==> config.mk <==
export PLATFORM = sky130hd
export DESIGN_NAME = led_bar_peak_hold_meter_core
export DESIGN_NICKNAME = d
export VERILOG_FILES = /design/src/hw/rtl/lbpm_pkg.sv /design/src/hw/rtl/lbpm_ram.sv /design/src/hw/rtl/lbpm_draw.sv /design/src/hw/rtl/lbpm_update.sv /design/src/hw/rtl/led_bar_peak_hold_meter_core.sv
export SDC_FILE = /design/constraint.sdc
export NUM_CORES = 1
export LEC_CHECK = 0
export BUFFER_PORTS_ARGS = -buffer_cell sky130_fd_sc_hd__buf_2
export CAP_MARGIN = 20
export CORE_MARGIN = 5
export CORE_UTILIZATION = 33
export DETAILED_ROUTE_END_ITERATION = 12
export SYNTH_ARGS = -nofsm -noshare
export SYNTH_HDL_FRONTEND = slang
export SYNTH_HIERARCHICAL = 1
export SYNTH_SLANG_ARGS = --single-unit
==> constraint.sdc <==
create_clock -name i_clk -period 8.9 [get_ports i_clk]
set_input_delay 0 -clock i_clk [delete_from_list [all_inputs] [get_ports i_clk]]
set_output_delay 0 -clock i_clk [all_outputs]
set_load 0.02 [all_outputs]
==> src/hw/rtl/lbpm_pkg.sv <==
// shared types, constants and helper functions for the led bar peak hold meter
package lbpm_pkg;

    // default geometry
    localparam int BARS_DEFAULT = 16;
    localparam int ROWS_DEFAULT = 8;

    // hold lengths in updates
    localparam logic [2:0] FILL_HOLD_LEN = 3'd6;
    localparam logic [3:0] PEAK_HOLD_LEN = 4'd12;

    // peak marker colour
    localparam logic [23:0] PEAK_RGB = 24'hFF_00_00;

    // palette codes
    localparam logic [1:0] FX_TRAFFIC   = 2'd0;
    localparam logic [1:0] FX_BLUE_RED  = 2'd1;
    localparam logic [1:0] FX_GRN_BLUE  = 2'd2;
    localparam logic [1:0] FX_AMBER     = 2'd3;

    // input transaction
    typedef struct packed {
        logic [3:0] bar;
        logic [7:0] level;
    } t_in_item;

    // output transaction, one pixel write
    typedef struct packed {
        logic       tile;
        logic [5:0] led_index;
        logic [7:0] red;
        logic [7:0] green;
        logic [7:0] blue;
        logic       last;
    } t_out_item;

    // per-bar state word held in memory
    typedef struct packed {
        logic       first;
        logic [2:0] fill;
        logic [2:0] fill_hold;
        logic [2:0] peak;
        logic [3:0] peak_hold;
        logic [7:0] fill_cnt;
        logic [7:0] peak_cnt;
    } t_bar_entry;

    localparam int ENTRY_W = $bits(t_bar_entry);

    // state of a bar never written since reset
    localparam t_bar_entry ENTRY_RESET = '{first: 1'b1, default: '0};

    // request from the update sequencer to the pixel writer
    typedef struct packed {
        logic [3:0] bar;
        logic [2:0] fill;
        logic [2:0] peak;
    } t_draw_cmd;

    // row colour for a palette, as {red, green, blue}
    function automatic logic [23:0] row_colour(input logic [1:0] fx, input logic [2:0] row);
        logic [23:0] rgb;
        rgb = '0;
        case (fx)
            FX_TRAFFIC: begin
                case (row)
                    3'd5, 3'd6: rgb = 24'hFF_80_00;
                    3'd7:       rgb = 24'hFF_00_00;
                    default:    rgb = 24'h00_FF_00;
                endcase
            end
            FX_BLUE_RED: begin
                case (row)
                    3'd0:    rgb = 24'h00_00_FF;
                    3'd1:    rgb = 24'h22_00_DD;
                    3'd2:    rgb = 24'h44_00_BB;
                    3'd3:    rgb = 24'h66_00_99;
                    3'd4:    rgb = 24'h99_00_66;
                    3'd5:    rgb = 24'hBB_00_44;
                    3'd6:    rgb = 24'hDD_00_22;
                    default: rgb = 24'hFF_00_00;
                endcase
            end
            FX_GRN_BLUE: begin
                case (row)
                    3'd0:    rgb = 24'h00_FF_00;
                    3'd1:    rgb = 24'h00_DD_22;
                    3'd2:    rgb = 24'h00_BB_44;
                    3'd3:    rgb = 24'h00_99_66;
                    3'd4:    rgb = 24'h00_77_88;
                    3'd5:    rgb = 24'h00_55_AA;
                    3'd6:    rgb = 24'h00_33_CC;
                    default: rgb = 24'h00_11_EE;
                endcase
            end
            FX_AMBER: begin
                case (row)
                    3'd0:    rgb = 24'hB2_0E_00;
                    3'd1:    rgb = 24'hBD_2B_00;
                    3'd2:    rgb = 24'hC8_48_00;
                    3'd3:    rgb = 24'hD3_64_00;
                    3'd4:    rgb = 24'hDE_81_00;
                    3'd5:    rgb = 24'hE9_9E_00;
                    3'd6:    rgb = 24'hF4_BA_00;
                    default: rgb = 24'hFF_D7_00;
                endcase
            end
            default: rgb = '0;
        endcase
        return rgb;
    endfunction

    // multiple of 3: x times the inverse of 3 mod 256 lands at or below 255/3
    function automatic logic is_mult3(input logic [7:0] x);
        logic [15:0] prod;
        prod = 16'(x) * 16'd171;
        return prod[7:0] <= 8'd85;
    endfunction

    // multiple of 10: even, and half of it a multiple of 5 (inverse of 5 mod 128 is 77)
    function automatic logic is_mult10(input logic [7:0] x);
        logic [13:0] prod;
        prod = 14'(x[7:1]) * 14'd77;
        return !x[0] && (prod[6:0] <= 7'd25);
    endfunction

endpackage

==> src/hw/rtl/lbpm_ram.sv <==
// generic single write port ram with registered read
module lbpm_ram #(
    parameter int WIDTH = 8,
    parameter int DEPTH = 16
) (
    input  logic                     i_clk,
    input  logic                     i_wr_en,
    input  logic [$clog2(DEPTH)-1:0] i_wr_addr,
    input  logic [WIDTH-1:0]         i_wr_data,
    input  logic                     i_rd_en,
    input  logic [$clog2(DEPTH)-1:0] i_rd_addr,
    output logic [WIDTH-1:0]         o_rd_data
);

    logic [WIDTH-1:0] r_mem [DEPTH];
    logic [WIDTH-1:0] r_rd_data;

    // write port
    always_ff @(posedge i_clk) begin
        if (i_wr_en) begin
            r_mem[i_wr_addr] <= i_wr_data;
        end
    end

    // read port, data held while not enabled
    always_ff @(posedge i_clk) begin
        if (i_rd_en) begin
            r_rd_data <= r_mem[i_rd_addr];
        end
    end

    assign o_rd_data = r_rd_data;

endmodule

==> src/hw/rtl/lbpm_draw.sv <==
// pixel writer: fill rows in palette colour, then the peak row in red
module lbpm_draw (
    input  logic                  i_clk,
    input  logic                  i_rst_n,
    input  logic                  i_start,
    input  lbpm_pkg::t_draw_cmd   i_cmd,
    input  logic [1:0]            i_effect,
    output logic                  o_busy,
    output logic                  o_out_valid,
    input  logic                  i_out_stall,
    output lbpm_pkg::t_out_item   o_out_data
);
    import lbpm_pkg::*;

    logic        r_active, n_active;
    t_draw_cmd   r_cmd;
    logic [2:0]  r_row, n_row;
    logic        r_out_valid, n_out_valid;
    t_out_item   r_out_data, n_out_data;
    logic        out_free;
    logic        load;
    logic        on_fill;
    logic [2:0]  pix_row;
    logic [23:0] pix_rgb;

    assign out_free = !r_out_valid || !i_out_stall;
    assign load     = r_active && out_free;
    assign on_fill  = r_row < r_cmd.fill;
    assign pix_row  = on_fill ? r_row : r_cmd.peak;
    assign pix_rgb  = on_fill ? row_colour(i_effect, r_row) : PEAK_RGB;

    // next pixel and run sequencing
    always_comb begin
        n_active    = r_active;
        n_row       = r_row;
        n_out_valid = r_out_valid && i_out_stall;
        n_out_data  = r_out_data;
        if (load) begin
            n_out_valid          = 1'b1;
            n_out_data.tile      = r_cmd.bar[3];
            n_out_data.led_index = {pix_row, ~r_cmd.bar[2:0]};
            n_out_data.red       = pix_rgb[23:16];
            n_out_data.green     = pix_rgb[15:8];
            n_out_data.blue      = pix_rgb[7:0];
            n_out_data.last      = !on_fill;
            if (on_fill) begin
                n_row = r_row + 3'd1;
            end else begin
                n_active = 1'b0;
            end
        end
        if (i_start) begin
            n_active = 1'b1;
            n_row    = '0;
        end
    end

    // control registers
    always_ff @(posedge i_clk) begin
        if (!i_rst_n) begin
            r_active    <= 1'b0;
            r_out_valid <= 1'b0;
        end else begin
            r_active    <= n_active;
            r_out_valid <= n_out_valid;
        end
    end

    // payload registers
    always_ff @(posedge i_clk) begin
        r_row      <= n_row;
        r_out_data <= n_out_data;
        if (i_start) begin
            r_cmd <= i_cmd;
        end
    end

    assign o_busy      = r_active;
    assign o_out_valid = r_out_valid;
    assign o_out_data  = r_out_data;

`ifndef SYNTHESIS
    // a new run is only started once the previous one has finished
    a_start_idle: assert property (@(posedge i_clk) disable iff (!i_rst_n)
        i_start |-> !r_active)
        else $error("draw started while a run is in progress");

    // every run ends with the peak write
    a_end_on_last: assert property (@(posedge i_clk) disable iff (!i_rst_n)
        (r_active && !n_active) |=> (r_out_valid && r_out_data.last))
        else $error("run ended without a last pixel");

    // a stalled pixel stays valid and unchanged
    a_stall_hold: assert property (@(posedge i_clk) disable iff (!i_rst_n)
        (r_out_valid && i_out_stall) |=> (r_out_valid && $stable(r_out_data)))
        else $error("stalled pixel changed");
`endif

endmodule

==> src/hw/rtl/lbpm_update.sv <==
// update sequencer: reads a bar's state, applies hold and decay, writes it back
module lbpm_update #(
    parameter int BARS = lbpm_pkg::BARS_DEFAULT,
    parameter int ROWS = lbpm_pkg::ROWS_DEFAULT
) (
    input  logic                 i_clk,
    input  logic                 i_rst_n,
    input  logic                 i_in_valid,
    output logic                 o_in_stall,
    input  lbpm_pkg::t_in_item   i_in_data,
    input  logic                 i_draw_busy,
    output logic                 o_draw_start,
    output lbpm_pkg::t_draw_cmd  o_draw_cmd
);
    import lbpm_pkg::*;

    localparam int         AW        = $clog2(BARS);
    localparam logic [4:0] BAR_LIMIT = 5'(BARS);
    localparam logic [7:0] LVL_LIMIT = 8'(ROWS);
    localparam logic [2:0] TOP_ROW   = 3'(ROWS - 1);

    typedef enum logic [1:0] {
        S_IDLE = 2'b01,
        S_CALC = 2'b10
    } t_upd_state;

    t_upd_state       r_state, n_state;
    logic [BARS-1:0]  r_written;
    logic             r_hit_written;
    logic [AW-1:0]    r_addr;
    logic [7:0]       r_level;
    logic             accept;
    logic             in_range;
    logic             reject;
    logic             wr_en;
    logic [ENTRY_W-1:0] rd_word;
    t_bar_entry       cur;
    t_bar_entry       nxt;
    logic [2:0]       target;

    assign o_in_stall = (r_state != S_IDLE);
    assign accept     = i_in_valid && !o_in_stall;
    assign in_range   = {1'b0, i_in_data.bar} < BAR_LIMIT;

    // per-bar state store
    lbpm_ram #(
        .WIDTH (ENTRY_W),
        .DEPTH (BARS)
    ) u_state_ram (
        .i_clk     (i_clk),
        .i_wr_en   (wr_en),
        .i_wr_addr (r_addr),
        .i_wr_data (nxt),
        .i_rd_en   (accept && in_range),
        .i_rd_addr (i_in_data.bar[AW-1:0]),
        .o_rd_data (rd_word)
    );

    // an entry never written reads as its reset state
    assign cur    = r_hit_written ? t_bar_entry'(rd_word) : ENTRY_RESET;
    assign reject = r_level >= LVL_LIMIT;
    assign target = cur.first ? TOP_ROW : r_level[2:0];

    // hold and decay update
    always_comb begin
        nxt          = cur;
        nxt.fill_cnt = cur.fill_cnt + 8'd1;
        nxt.peak_cnt = cur.peak_cnt + 8'd1;
        if (!reject) begin
            nxt.first = 1'b0;
            // fill level
            if (cur.fill < target) begin
                nxt.fill      = target;
                nxt.fill_hold = FILL_HOLD_LEN;
            end else if (cur.fill_hold != '0) begin
                nxt.fill_hold = cur.fill_hold - 3'd1;
            end else if (cur.fill != '0 && is_mult3(nxt.fill_cnt)) begin
                nxt.fill     = cur.fill - 3'd1;
                nxt.fill_cnt = '0;
            end
            // peak marker follows the new fill
            if (cur.peak <= nxt.fill) begin
                nxt.peak      = nxt.fill;
                nxt.peak_hold = PEAK_HOLD_LEN;
            end else if (cur.peak_hold != '0) begin
                nxt.peak_hold = cur.peak_hold - 4'd1;
            end else if (cur.peak != '0 && is_mult10(nxt.peak_cnt)) begin
                nxt.peak     = cur.peak - 3'd1;
                nxt.peak_cnt = '0;
            end
        end
    end

    // write back once the pixel writer can take the run, or at once for a rejected level
    assign wr_en        = (r_state == S_CALC) && (reject || !i_draw_busy);
    assign o_draw_start = (r_state == S_CALC) && !reject && !i_draw_busy;
    assign o_draw_cmd   = '{bar: 4'(r_addr), fill: nxt.fill, peak: nxt.peak};

    // sequencer
    always_comb begin
        n_state = r_state;
        case (r_state)
            S_IDLE: begin
                if (accept && in_range) begin
                    n_state = S_CALC;
                end
            end
            S_CALC: begin
                if (wr_en) begin
                    n_state = S_IDLE;
                end
            end
            default: n_state = S_IDLE;
        endcase
    end

    always_ff @(posedge i_clk) begin
        if (!i_rst_n) begin
            r_state   <= S_IDLE;
            r_written <= '0;
        end else begin
            r_state <= n_state;
            if (wr_en) begin
                r_written[r_addr] <= 1'b1;
            end
        end
    end

    // captured transaction
    always_ff @(posedge i_clk) begin
        if (accept && in_range) begin
            r_addr        <= i_in_data.bar[AW-1:0];
            r_level       <= i_in_data.level;
            r_hit_written <= r_written[i_in_data.bar[AW-1:0]];
        end
    end

`ifndef SYNTHESIS
    // an accepted bar in range is worked on in the next cycle
    a_accept_calc: assert property (@(posedge i_clk) disable iff (!i_rst_n)
        (accept && in_range) |=> (r_state == S_CALC))
        else $error("accepted update not processed");

    // a write back always returns the sequencer to idle
    a_wr_idle: assert property (@(posedge i_clk) disable iff (!i_rst_n)
        wr_en |=> (r_state == S_IDLE && r_written[$past(r_addr)]))
        else $error("write back did not complete the update");

    // a rejected level never starts a pixel run
    a_reject_quiet: assert property (@(posedge i_clk) disable iff (!i_rst_n)
        (r_state == S_CALC && reject) |-> !o_draw_start)
        else $error("rejected level produced pixels");
`endif

endmodule

==> src/hw/rtl/led_bar_peak_hold_meter_core.sv <==
// Top level of the LED bar meter with peak hold and decay.
// An accepted update is captured by the sequencer, starts the writer, and its first pixel is registered at the output.
// Throughput: one pixel per cycle while the output is not stalled; an update with fill f gives
// f + 1 pixels, and the single pixel writer stays busy until it has loaded the last of them.
// Input stalls during the state read-modify-write, and for a level in range also while the writer is busy.
// Reset (synchronous, active low) clears valid marks so every bar reads as its reset state.
module led_bar_peak_hold_meter_core #(
    parameter int BARS = lbpm_pkg::BARS_DEFAULT,
    parameter int ROWS = lbpm_pkg::ROWS_DEFAULT
) (
    input  logic                i_clk,
    input  logic                i_rst_n,
    input  logic                i_cfg_valid,
    output logic                o_cfg_ready,
    input  logic [1:0]          i_cfg_data,
    input  logic                i_in_valid,
    output logic                o_in_stall,
    input  lbpm_pkg::t_in_item  i_in_data,
    output logic                o_out_valid,
    input  logic                i_out_stall,
    output lbpm_pkg::t_out_item o_out_data
);
    import lbpm_pkg::*;

    logic       r_effect;
    logic [1:0] r_effect_sel;
    logic       draw_busy;
    logic       draw_start;
    t_draw_cmd  draw_cmd;

    assign o_cfg_ready = 1'b1;

    // palette select register
    always_ff @(posedge i_clk) begin
        if (!i_rst_n) begin
            r_effect_sel <= FX_TRAFFIC;
            r_effect     <= 1'b0;
        end else if (i_cfg_valid && o_cfg_ready) begin
            r_effect_sel <= i_cfg_data;
            r_effect     <= 1'b1;
        end
    end

    lbpm_update #(
        .BARS (BARS),
        .ROWS (ROWS)
    ) u_update (
        .i_clk        (i_clk),
        .i_rst_n      (i_rst_n),
        .i_in_valid   (i_in_valid),
        .o_in_stall   (o_in_stall),
        .i_in_data    (i_in_data),
        .i_draw_busy  (draw_busy),
        .o_draw_start (draw_start),
        .o_draw_cmd   (draw_cmd)
    );

    lbpm_draw u_draw (
        .i_clk       (i_clk),
        .i_rst_n     (i_rst_n),
        .i_start     (draw_start),
        .i_cmd       (draw_cmd),
        .i_effect    (r_effect ? r_effect_sel : FX_TRAFFIC),
        .o_busy      (draw_busy),
        .o_out_valid (o_out_valid),
        .i_out_stall (i_out_stall),
        .o_out_data  (o_out_data)
    );

endmodule
==> out/qor.yml <==
final_cells: 2496
io_buffers: 52
dieArea_um2: 80800
peakVddDrop_mv: 0.158
p_per_area_nw_per_um2: 205
dr.pass1.iters: 7
antenna_found_initial: 1
tritoncts: "built"
min_from: "i_in_data[3]"
worst_slew_pin_slew_ns: 1.18
fill_cells: 6783
p_leak_nw: 9.53
avgSynthCellArea_um2: 18.1
status: "finished, final reports clean"
vias_per_cell: 5.20
final.min_clock_period_ns: 6.85
synth_nets: 1452
fmax_mhz: 146
coreArea_um2: 74600
max-slew-margin-rel_pct: 21.4
startpoint: "u_update/r_hit_written"
crit_required_ns: 9.16
hpwl_um: 29600
period_share_pct: 76.9
setup_total_negative_slack_ns: 0
rows: 100
grt_pass1_vias: 13111
critPathArrivalTime_ns: 7.11
place_congestion: 0.830
cts_root_buf: "clkbuf_16"
ys.flop_type: "edfxtp_1"
synth_edf_count: 561
crit_path_end_kind: "flop"
clockBufferDepth: 3
ys_seq_area_share_pct: 69.9
finalWirelength_um: 55100
die_w_um: 284
rsz0062_at_grt: "false"
timing.hold.ws_ns: 0.120
drive_gt1_share_pct: 19.4
syn_area_um2: 24800
detail-route-antenna-nets: 0
r2r_start: "u_update/r_hit_written"
hold_violations: 0
crit_fanout: 28
synth_cell_types: 78
synthCells: 1374
dpl_cell_area_um2: 26200
yosysWarnings: 6
async_reset_ff_share_pct: 0
cts_sinks: 587
vias: 12971
area_growth_pct: 13.9
drt_iter0_drc: 1203
num_antenna_cells: 0
dp.cells: 2362
start_kind: "flop"
initial_core_util_pct: 33.3
grt_pass1_wl_um: 83100
worstSetupPathType: "reg -> reg"
track_usage_pct: 13.4
layout_commonest_cell: "edfxtp_1"
ios: 54
r2r_slack_ns: 2.05
routedWlPerCell_um: 22.1
overflow: 0
ys_seq_elements: 587
multiInputGateArea_um2: 6930
h-tree-depth: 2
mostFrequentLayoutCells: "edfxtp_1 (561), nand2_1 (88), mux4_2 (71)"
drc: 0
regArea_um2: 17400
fin_area_um2: 28300
setup_viol: 0
fin_skew_ns: 0.0274
path_clk_slew_ns: 0.06
cts_buffers: 60
grt_start_max_net_pins: 49
hold_class: "in -> reg"
maxCapViolations: 0
fin_nets: 1560
die_y_um: 284
slew_violations: 0
insertion_delay_ns: 0.62
layout_setup_ws_ns: 2.05
dp_slack_ns: 2.10
==> kinds of logic (layout without fill, tap and decap cells) <==
group           count (synthesis)  in the layout  synth area share [%]
mux                           137            137                  12.7
fa+ha+maj                      59             59                  3.18
xor+xnor                       24             24                 0.957
compound gates                189            189                  5.36
simple gates                  260            260                  5.13
other cells                     1              1                0.0151
buf+inv                       117            270                  2.76
flops                         587            587                  69.9
==> what timing repair did <==
item                      in CTS  in global routing
hold buffers                  20                  0
setup buffers                  0                  0
hold endpoints to repair      38                  0
resized for setup              0                  0
==> path summary, 6_finish.rpt <==
check | end | depth (start not counted)
setup / recovery | u_update/u_state_ram/r_mem[9][5] | 24
hold / removal | u_update/r_level[3] | 2
setup reg to reg | u_update/u_state_ram/r_mem[9][5] | 24
hold reg to reg | u_draw/o_out_data[31] | 0
==> worst max-delay path, cell delays in order, from the launching register on <==
cell	delay (ns)
edfxtp_1	0.41
buf_4	0.25
inv_1	0.61
nor2_1	0.16
ha_1	0.32
inv_1	0.05
fa_1	0.51
fa_1	0.51
inv_1	0.05
ha_1	0.30
nor2_1	0.12
a21oi_1	0.06
xnor2_1	0.15
or3_4	0.41
and3_4	0.22
o311ai_4	0.29
ha_1	0.31
nor2b_1	0.14
o21ai_0	0.14
inv_1	0.06
o21ai_1	0.11
buf_4	0.18
nor2_1	0.08
and2_2	0.28
a21oi_1	0.78
==> Yosys cell counts, types with 6 or more instances <==
library cell | number | area (um^2)
xor2_1 | 8 | 70.1
mux2i_1 | 9 | 90.1
mux4_1 | 54 | 1420
buf_4 | 11 | 82.6
edfxtp_1 | 561 | 16800
a21oi_1 | 32 | 160
nand3_1 | 10 | 50.1
ha_1 | 52 | 651
xnor2_1 | 14 | 123
a21boi_0 | 6 | 45.0
o21a_1 | 12 | 90.1
fa_1 | 7 | 140
nor2b_1 | 21 | 131
dfxtp_1 | 26 | 521
a22oi_1 | 62 | 465
nand2b_1 | 12 | 75.1
o21ai_0 | 28 | 140
buf_2 | 16 | 80.1
nor2_1 | 70 | 263
inv_1 | 46 | 173
and2_1 | 9 | 56.3
nand2_1 | 88 | 330
a31oi_1 | 6 | 37.5
buf_12 | 10 | 200
clkbuf_1 | 28 | 105
nor3_1 | 16 | 80.1
mux4_2 | 71 | 1600
==> sequential cells by signal, indices dropped and copies added, names as in the netlist, 3 cells and up <==
| register | cells |
|---|---|
| u_update/r_addr | 4 |
| u_draw/r_cmd | 10 |
| u_draw/r_row | 3 |
| u_update/r_written | 16 |
| u_update/r_level | 8 |
| u_update/u_state_ram/r_mem | 480 |
| u_update/u_state_ram/o_rd_data | 30 |
| u_draw/o_out_data | 28 |
==> power breakdown <==
group	switching, mW	internal [mW]
Combinational	0.241	0.159
Clock	1.01	1.29
Sequential	0.0191	3.07
==> through the flow <==
stage | total power [mW] | util [%]
2_1_floorplan | 3.43 | -
3_3_place_gp | 3.52 | 35.2
3_5_place_dp | 3.53 | 35.2
4_1_cts | 5.85 | 37.8
5_1_grt | 6.00 | 37.9
6_report | 5.78 | 37.9
==> per-layer routing <==
metal	wire, um	vias up	track usage (%)	part of all wire, %
met5	20	-	0	0.036
met4	1100	2	3.44	2.0
met3	3610	78	2.67	6.6
met2	26300	451	21.7	48
met1	24100	6725	18.6	44
li1	-	5715	-	-
==> final cells by class <==
| class | instances | area share, % |
|---|---|---|
| clock inverter | 26 | 0.611 |
| tap | 969 | 4.29 |
| multi-input combinational | 670 | 24.5 |
| clock buffer | 81 | 5.70 |
| sequential | 587 | 61.4 |
| timing repair buffer | 117 | 2.85 |
| inverter | 46 | 0.611 |
Power figures use the tool's default switching activity.
